**src/hw/rtl/ffa_pkg.sv**
```systemverilog
// Shared types and constants for the first-fit heap allocator.
// Used by ffa_hdr_ram, ffa_ctrl and first_fit_heap_allocator; no dependencies.
`timescale 1ns / 1ps

package ffa_pkg;

	localparam int HEAP_WORDS   = 4096;
	localparam int HEADER_WORDS = 3;
	localparam int OFS_W        = $clog2(HEAP_WORDS);
	// one bit more than an offset: holds header + header words + payload size
	localparam int SUM_W        = OFS_W + 1;

	localparam logic [SUM_W-1:0] HEAP_END = SUM_W'(HEAP_WORDS);
	localparam logic [SUM_W-1:0] HDR_X    = SUM_W'(HEADER_WORDS);
	localparam logic [OFS_W-1:0] HDR_N    = OFS_W'(HEADER_WORDS);

	typedef enum logic {
		CMD_ALLOC = 1'b0,
		CMD_FREE  = 1'b1
	} cmd_e;

	localparam logic ST_OK    = 1'b0;
	localparam logic ST_NOFIT = 1'b1;

	// one block header: payload size, previous block's size, used mark
	typedef struct packed {
		logic [OFS_W-1:0] size;
		logic [OFS_W-1:0] prev;
		logic             used;
	} header_t;

	localparam header_t HDR_RESET = '{size: OFS_W'(HEAP_WORDS - HEADER_WORDS),
		prev: '0, used: 1'b0};

	typedef struct packed {
		logic             we;
		logic [OFS_W-1:0] addr;
		header_t          wdata;
	} mem_req_t;

	typedef struct packed {
		logic [OFS_W-1:0] result_addr;
		logic [OFS_W-1:0] granted_size;
		logic             status;
	} result_t;

endpackage

```
**src/hw/rtl/ffa_ctrl.sv**
```systemverilog
// Sequencer: walks the header chain, then splits or merges blocks by
// read-modify-write of the header memory. Depends on ffa_pkg.
`timescale 1ns / 1ps

module ffa_ctrl (
	input  logic                      clk,
	input  logic                      arst_n,
	input  logic                      in_valid,
	output logic                      in_ready,
	input  ffa_pkg::cmd_e             cmd,
	input  logic [ffa_pkg::OFS_W-1:0] request_size,
	input  logic [ffa_pkg::OFS_W-1:0] block_addr,
	output ffa_pkg::mem_req_t         mem_req,
	input  ffa_pkg::header_t          rd_hdr,
	output logic                      res_valid,
	output ffa_pkg::result_t          res,
	input  logic                      res_take
);
	import ffa_pkg::*;

	typedef enum logic [2:0] {
		S_IDLE, S_WALK, S_ASPLIT, S_FNEXT, S_FBEF, S_FRD, S_FWR, S_DONE
	} state_t;

	state_t           state_q;
	cmd_e             cmd_q;
	logic [OFS_W-1:0] req_q, addr_q, h_q, nh_q, bef_addr_q;
	header_t          cur_q, bef_q;
	logic             has_bef_q;
	logic [SUM_W-1:0] nx_q, fol_q;
	logic [OFS_W-1:0] fol_prev_q, s_new_q;
	result_t          res_q;

	logic [SUM_W-1:0] h_ext, nx, nh, nf;
	logic [OFS_W-1:0] rem, s_new, bsize;
	logic             fit, split, found, merge_n, merge_b;

	// chain arithmetic on the header just read
	always_comb begin
		h_ext   = {1'b0, h_q};
		nx      = h_ext + HDR_X + {1'b0, rd_hdr.size};
		nh      = h_ext + HDR_X + {1'b0, req_q};
		fit     = !rd_hdr.used && (rd_hdr.size >= req_q);
		rem     = rd_hdr.size - req_q;
		split   = (rem >= HDR_N) && (nh < HEAP_END);
		found   = ((h_ext + HDR_X) == {1'b0, addr_q});
		merge_n = (nx_q < HEAP_END) && !rd_hdr.used;
		s_new   = merge_n ? (cur_q.size + rd_hdr.size + HDR_N) : cur_q.size;
		nf      = merge_n ? (nx_q + HDR_X + {1'b0, rd_hdr.size}) : nx_q;
		merge_b = has_bef_q && !bef_q.used;
		bsize   = bef_q.size + s_new_q + HDR_N;
	end

	// memory port: one access per cycle
	always_comb begin
		mem_req = '{we: 1'b0, addr: '0, wdata: rd_hdr};
		case (state_q)
			S_WALK: begin
				if (cmd_q == CMD_ALLOC && fit) begin
					mem_req.we    = 1'b1;
					mem_req.addr  = h_q;
					mem_req.wdata = '{size: (split ? req_q : rd_hdr.size),
						prev: rd_hdr.prev, used: 1'b1};
				end else begin
					mem_req.addr = nx[OFS_W-1:0];
				end
			end
			S_ASPLIT: begin
				mem_req.we    = 1'b1;
				mem_req.addr  = nh_q;
				mem_req.wdata = '{size: fol_prev_q, prev: req_q, used: 1'b0};
			end
			S_FNEXT: begin
				mem_req.we    = 1'b1;
				mem_req.addr  = h_q;
				mem_req.wdata = '{size: s_new, prev: cur_q.prev, used: 1'b0};
			end
			S_FBEF: begin
				mem_req.we    = 1'b1;
				mem_req.addr  = bef_addr_q;
				mem_req.wdata = '{size: bsize, prev: bef_q.prev, used: 1'b0};
			end
			S_FRD: begin
				mem_req.addr = fol_q[OFS_W-1:0];
			end
			S_FWR: begin
				mem_req.we    = 1'b1;
				mem_req.addr  = fol_q[OFS_W-1:0];
				mem_req.wdata = '{size: rd_hdr.size, prev: fol_prev_q, used: rd_hdr.used};
			end
			default: begin
				mem_req.addr = '0;
			end
		endcase
	end

	// sequencer
	always_ff @(posedge clk or negedge arst_n) begin
		if (!arst_n) begin
			state_q <= S_IDLE;
		end else begin
			case (state_q)
				S_IDLE: begin
					if (in_valid) begin
						cmd_q     <= cmd;
						req_q     <= request_size;
						addr_q    <= block_addr;
						h_q       <= '0;
						has_bef_q <= 1'b0;
						res_q     <= '{result_addr: '0, granted_size: '0, status: ST_OK};
						state_q   <= S_WALK;
					end
				end
				S_WALK: begin
					if (cmd_q == CMD_ALLOC) begin
						if (fit) begin
							res_q <= '{result_addr: (h_q + HDR_N),
								granted_size: (split ? req_q : rd_hdr.size), status: ST_OK};
							nh_q       <= nh[OFS_W-1:0];
							fol_q      <= nx;
							fol_prev_q <= rem - HDR_N;
							state_q    <= split ? S_ASPLIT : S_DONE;
						end else if (nx >= HEAP_END) begin
							res_q.status <= ST_NOFIT;
							state_q      <= S_DONE;
						end else begin
							h_q <= nx[OFS_W-1:0];
						end
					end else begin
						if (found) begin
							cur_q   <= rd_hdr;
							nx_q    <= nx;
							state_q <= rd_hdr.used ? S_FNEXT : S_DONE;
						end else if (nx >= HEAP_END) begin
							state_q <= S_DONE;
						end else begin
							bef_addr_q <= h_q;
							bef_q      <= rd_hdr;
							has_bef_q  <= 1'b1;
							h_q        <= nx[OFS_W-1:0];
						end
					end
				end
				S_ASPLIT: begin
					state_q <= S_FRD;
				end
				S_FNEXT: begin
					s_new_q    <= s_new;
					fol_q      <= nf;
					fol_prev_q <= s_new;
					if (merge_b) begin
						state_q <= S_FBEF;
					end else if (merge_n) begin
						state_q <= S_FRD;
					end else begin
						state_q <= S_DONE;
					end
				end
				S_FBEF: begin
					fol_prev_q <= bsize;
					state_q    <= S_FRD;
				end
				S_FRD: begin
					state_q <= (fol_q < HEAP_END) ? S_FWR : S_DONE;
				end
				S_FWR: begin
					state_q <= S_DONE;
				end
				S_DONE: begin
					if (res_take) begin
						state_q <= S_IDLE;
					end
				end
				default: begin
					state_q <= S_IDLE;
				end
			endcase
		end
	end

	assign in_ready  = (state_q == S_IDLE);
	assign res_valid = (state_q == S_DONE);
	assign res       = res_q;

endmodule

```
**config.mk**
```make
export PLATFORM = sky130hd
export DESIGN_NAME = ffa_ctrl
export DESIGN_NICKNAME = d
export VERILOG_FILES = /design/src/hw/rtl/ffa_pkg.sv /design/src/hw/rtl/ffa_ctrl.sv
export SDC_FILE = /design/constraint.sdc
export NUM_CORES = 1
export LEC_CHECK = 0
export BUFFER_PORTS_ARGS = -buffer_cell sky130_fd_sc_hd__buf_2
export CORE_MARGIN = 1
export CORE_UTILIZATION = 61
export DETAILED_ROUTE_END_ITERATION = 8
export HOLD_SLACK_MARGIN = 0.12
export PLACE_DENSITY_LB_ADDON = 0.05
export REMOVE_ABC_BUFFERS = 1
export SYNTH_ARGS = -nofsm -noshare
export SYNTH_HDL_FRONTEND = slang
export SYNTH_SLANG_ARGS = --single-unit
```
**constraint.sdc**
```tcl
create_clock -name clk -period 6.16 [get_ports clk]
set_clock_uncertainty 0.1 [all_clocks]
set_input_delay 0.924 -clock clk [delete_from_list [all_inputs] [get_ports clk]]
set_output_delay 0.924 -clock clk [all_outputs]
set_load 0.01 [all_outputs]
```
==> impl_metrics.yaml, run 1 <==
route:
  wl_per_cell_microns: 23.3
  drcViolationCount: 0
  drt_iter0_drc: 1318
  wl_met2_mm: 17.4
  drt_wl_total_mm: 39.7
  drtPass1Iterations: 6
  num_vias: 11500
  wl_met1_mm: 16.4
  antenna_left: 0
  wl_met3_mm: 4.75
  highest_layer: "met4"
  viasPerCell: 6.73
global_route:
  grt_util_all_layers_pct: 36.3
  antenna_found_initial: 0
  grt_pass1_vias: 10800
  grt_remaining_overflow: 0
  grt_start_max_net_pins: 49
  grt_pass1_wl_mm: 60.4
cts:
  insertion_delay_ns: 0.45
  cts_hold_buf: 0
  cts_tree: "done"
  clkSinkCount: 189
  htreeDepth: 4
  cts_setup_buffers: 0
  cts_root_buf: "clkbuf_16"
  path_clk_slew_ns: 0.08
  cts_inserted_buffers: 17
  cts_buffer_depth: 2
  cts-resized-gates: 0
power_and_ir_drop:
  pwr-share-seq_pct: 31.4
  switchingPower_mw: 2.19
  powerDensity_nw_per_um2: 348
  p_leak_nw: 5.85
  p_clk_share_pct: 22.0
  power_switching_share_pct: 42.7
  vdd_drop_max_uv: 245
  p_int_mw: 2.95
  power_mw: 5.14
  comb_power_share_pct: 46.5
sta:
  timing.setup.tns_ns: 0
  tightestPinTransition_ns: 1.29
  holdWs_ns: 0.245
  drv_slew: 0
  rsz0062_at_grt: "no"
  period_needed_ns: 5.77
  setup_violations: 0
  min_period_over_period_pct: 93.7
  fmax_ghz: 0.173
  hold_viol_final: 0
  layout_setup_ws_ns: 0.386
  relSlewSlack_pct: 13.8
cells_and_area:
  multi_input_area_sq_um: 7120
  area_growth_pct: 10.9
  fillers: 1655
  drive_above_1_share_pct: 16.4
  antennaDiodeCount: 0
  seq_area_sq_um: 5660
  layout.cells.most_common_list: "edfxtp_1 (186), nand2_1 (118), buf_2 (118)"
  final_util_pct: 69.7
  fin_nets: 1582
  final_common_cell: "edfxtp_1"
place:
  gp_congestion: 0.934
  post-place-ws_ns: 0.875
  io_buffers: 118
  dpl.hpwl_mm: 28.5
synthesis:
  ys_ff_latch: 189
  synth_cells: 1319
  netlist_area_sq_um: 13300
  ys_seq_area_share_pct: 42.5
  synth_cell_type_count: 93
  yosysWarnings: 0
  ys.flop_type: "edfxtp_1"
  async_flop_share_pct: 1.59
  avgSynthCellArea_sq_um: 10.1
  synth-edff-count: 186
run_status:
  outcome: "completed"
floorplan:
  rows: 53
  core_sq_um: 21200
  ios: 119
  fp.dieArea_sq_um: 22500
  die_height_microns: 150
  die_x_microns: 150
  initial_core_util_pct: 62.8
setup_path:
  timing.rr.end: "bef_q[10]"
  start_kind: "register"
  rr_worst_depth: 13
  cp.required_ns: 5.14
  cp_max_fo: 13
  crit_type: "register to primary output"
  end_kind: "primary output"
  r2r_setup_slack_ns: 1.28
  arrival_ns: 4.75
  r2r-start: "h_q[0]"
flow_run:
  max_cap_violations: 0
min_path:
  hold_class: "input port to asynchronous set/reset pin"
[critical path: stages (launching register included)]
cell and delay, ns:
edfxtp_1 0.49, inv_1 0.18, ha_1 0.27, and4b_1 0.35
nand3_1 0.15, xnor2_1 0.34, ha_1 0.32, or2_2 0.31
a21oi_1 0.27, nor3b_1 0.09, a211o_1 0.26, nor3_2 0.24
a41o_2 0.42, mux2i_1 0.28, o211ai_1 0.14, buf_2 0.18
[worst max-delay path by stage]
| stage | startpoint | endpoint | slack, ns | depth (start not counted) |
|---|---|---|---|---|
| finish | h_q[0] | mem_req[23] | 0.39 | 15 |
| global placement | rd_hdr[13] | mem_req[23] | 0.96 | 13 |
| CTS | h_q[0] | mem_req[23] | 0.45 | 15 |
| detailed placement | rd_hdr[13] | mem_req[23] | 0.87 | 13 |
| floorplan | h_q[0] | bef_addr_q[0] | 0.95 | 13 |
| global route | h_q[0] | mem_req[23] | 0.1 | 15 |
[power by group through the flow]
stage          Clock, mW  Combinational (mW)  Sequential, mW
2_1_floorplan          0                1.40            1.67
3_3_place_gp           0                2.27            1.64
3_5_place_dp           0                2.32            1.64
4_1_cts             1.13                2.33            1.61
5_1_grt             1.17                2.56            1.62
6_report            1.13                2.39            1.62
[kinds of logic (layout without fill, tap and decap cells)]
kind of cell,count (synthesis),in the layout,share of synthesized area (%)
AOI/OAI and AO/OA,406,406,20.8
and+or+nand+nor,370,370,13.8
DFF,189,189,42.5
buffers and inverters,137,247,4.45
adders and majority gates,112,112,10.8
xor gates and xnor gates,75,75,5.26
muxes,30,30,2.37
[synthesized netlist by cell type, types with 19 or more instances]
cell / number / area, sq um
nor3_1: 32 / 160
xor2_1: 23 / 201
o21ai_0: 84 / 420
a22oi_1: 19 / 143
a221oi_1: 48 / 420
a21oi_1: 98 / 490
nor2_1: 84 / 315
edfxtp_1: 186 / 5590
inv_1: 63 / 236
ha_1: 106 / 1330
nand2_1: 119 / 447
clkbuf_1: 44 / 165
nand3_1: 26 / 130
xnor2_1: 49 / 429
[area by class of cell]
class / count / share of cell area, %
multi-input cells: 993 / 48.1
flip-flops and latches: 189 / 38.3
repair buffers: 148 / 5.52
clock buffers: 17 / 2.88
well taps: 275 / 2.33
inverters: 67 / 1.70
clock inverters: 15 / 1.13
[through the flow]
step	area, sq um	instances
global route	14800	1704
floorplan	13000	1249
finish	14800	1704
global placement	14200	1672
detailed placement	14200	1672
CTS	14800	1704
[state kept, by name, indices dropped and copies added, names as in the netlist]
register and flops:
addr_q 12, bef_addr_q 12, bef_q 25, cmd_q 1, cur_q 24, fol_prev_q 12
fol_q 13, h_q 12, has_bef_q 1, nh_q 12, nx_q 13, req_q 12
res 25, s_new_q 12, state_q 3
[metal layers]
layer,vias to the layer above,GRT usage (%)
met5,-,0
met4,0,13.2
met3,103,8.14
met2,737,55.2
met1,5395,50.8
li1,5234,-
(Power assumes the default switching activity.)
==> run 2: changes to the inputs <==
--- a/config.mk
+++ b/config.mk
@@ -10,7 +10,7 @@
 export CORE_UTILIZATION = 61
 export DETAILED_ROUTE_END_ITERATION = 8
 export HOLD_SLACK_MARGIN = 0.12
-export PLACE_DENSITY_LB_ADDON = 0.05
+export PLACE_DENSITY = 0.89
 export REMOVE_ABC_BUFFERS = 1
 export SYNTH_ARGS = -nofsm -noshare
 export SYNTH_HDL_FRONTEND = slang
==> run 2 against run 1 <==
  * Count of clock-buffer cells in the layout unchanged
  * Via count is 3.1% higher
  * Global-route usage grew 0.086 points
  * Critical endpoint unchanged
==> impl_metrics.yaml, run 2 (synthesized netlist as in run 1, its figures left out) <==
floorplan:
  ios: 119
  initial_core_util_pct: 62.8
  fp.dieArea_sq_um: 22500
  die_x_microns: 150
  core_sq_um: 21200
  die_height_microns: 150
  rows: 53
cts:
  cts_inserted_buffers: 17
  cts_root_buf: "clkbuf_16"
  cts_hold_buf: 0
  insertion_delay_ns: 0.46
  path_clk_slew_ns: 0.08
  cts_tree: "done"
  cts-resized-gates: 0
  clkSinkCount: 189
  cts_setup_buffers: 0
  htreeDepth: 4
  cts_buffer_depth: 2
cells_and_area:
  seq_area_sq_um: 5660
  final_cells: 1705
  fillers: 1547
  drive_above_1_share_pct: 16.4
  final_common_cell: "edfxtp_1"
  fin_nets: 1582
  multi_input_area_sq_um: 7120
  area_growth_pct: 11.0
  final_util_pct: 69.7
  layout.cells.most_common_list: "edfxtp_1 (186), nand2_1 (118), buf_2 (118)"
sta:
  period_needed_ns: 5.86
  fmax_ghz: 0.171
  min_period_over_period_pct: 95.2
  relSlewSlack_pct: 16.4
  drv_slew: 0
  rsz0062_at_grt: "no"
  setup_violations: 0
  holdWs_ns: 0.222
  timing.setup.tns_ns: 0
  hold_viol_final: 0
  tightestPinTransition_ns: 1.25
route:
  wl_met1_mm: 15.1
  viasPerCell: 6.94
  highest_layer: "met4"
  antenna_left: 0
  wl_per_cell_microns: 23.6
  drt_wl_total_mm: 40.2
  wl_met2_mm: 17.6
  num_vias: 11800
  drtPass1Iterations: 8
  drcViolationCount: 0
  wl_met3_mm: 5.53
  drt_iter0_drc: 1385
place:
  dpl.hpwl_mm: 28.4
  numPlacedInstances: 1672
  gp_congestion: 0.948
  io_buffers: 118
power_and_ir_drop:
  powerDensity_nw_per_um2: 351
  p_leak_nw: 5.85
  power_mw: 5.19
  vdd_drop_max_uv: 227
min_path:
  hold_class: "input port to asynchronous set/reset pin"
setup_path:
  end_kind: "primary output"
  slowest_delay_ns: 0.53
  cp_max_fo: 13
  r2r_setup_slack_ns: 1.28
  path_common_cell: "ha_1"
  crit_type: "register to primary output"
  cpLargestDelayFamily: "simple AND/OR/NAND/NOR gates"
  cp_num_buf_inv: 2
  critPathSlowestCell: "edfxtp_1"
  worstPathCellList: "inv_1 -> ha_1 -> and4b_1 -> nand3_1 -> xnor2_1 -> ha_1 -> or2_2 -> a21oi_1 -> nor3b_1 -> a211o_1 -> nor3_2 -> a41o_2 -> mux2i_1 -> o211ai_1 -> buf_2"
  cp.required_ns: 5.14
  start_kind: "register"
  arrival_ns: 4.84
global_route:
  grt_pass1_wl_mm: 61.2
  grt_start_max_net_pins: 50
  grt_util_all_layers_pct: 36.4
  grt_remaining_overflow: 0
  grt_pass1_vias: 11100
  antenna_found_initial: 1
run_status:
  outcome: "completed"
flow_run:
  max_cap_violations: 0
run 2: changes by cell type in the layout (fill, tap and decap cells not counted), sizes merged:
cell	before	now
bufinv	0	1
diode	0	1
inv	71	70
run 2: worst paths after layout:
| kind | from | to | cells after the start |
|---|---|---|---|
| max in group asynchronous | arst_n | state_q[1] | 1 |
| worst min-delay path | arst_n | state_q[2] | 1 |
| worst max-delay path | h_q[0] | mem_req[23] | 15 |
| worst max register to register | h_q[0] | bef_q[17] | 13 |
| min in group clk | cur_q[13] | s_new_q[0] | 2 |
| worst min register to register | cur_q[13] | s_new_q[0] | 2 |
run 2: per-stage QoR:
step / setup slack, ns / instance area [sq um]
finish: 0.297 / 14800
global placement: 0.957 / 14200
global route: 0.109 / 14800
detailed placement: 0.849 / 14200
CTS: 0.419 / 14800
floorplan: 0.951 / 13000
run 2: metal layers:
layer  global-route usage (%)  vias to the layer above
met4                     17.7                        0
met5                        0                        -
li1                         -                     5230
met1                     49.3                     5477
met3                     8.29                      185
met2                     55.0                      933
run 2: final cells by class:
cell class / instances / share of cell area [%]
Inverter: 67 / 1.70
Timing Repair Buffer: 148 / 5.51
Clock inverter: 15 / 1.22
Antenna cell: 1 / 0.0169
Tap cell: 275 / 2.33
Multi-Input combinational cell: 993 / 48.1
Sequential cell: 189 / 38.3
Clock buffer: 17 / 2.88
run 2: report_power, final:
part	internal [mW]	switching, mW
clock network	0.582	0.567
registers	1.54	0.0484
logic	0.856	1.59
total	2.98	2.21
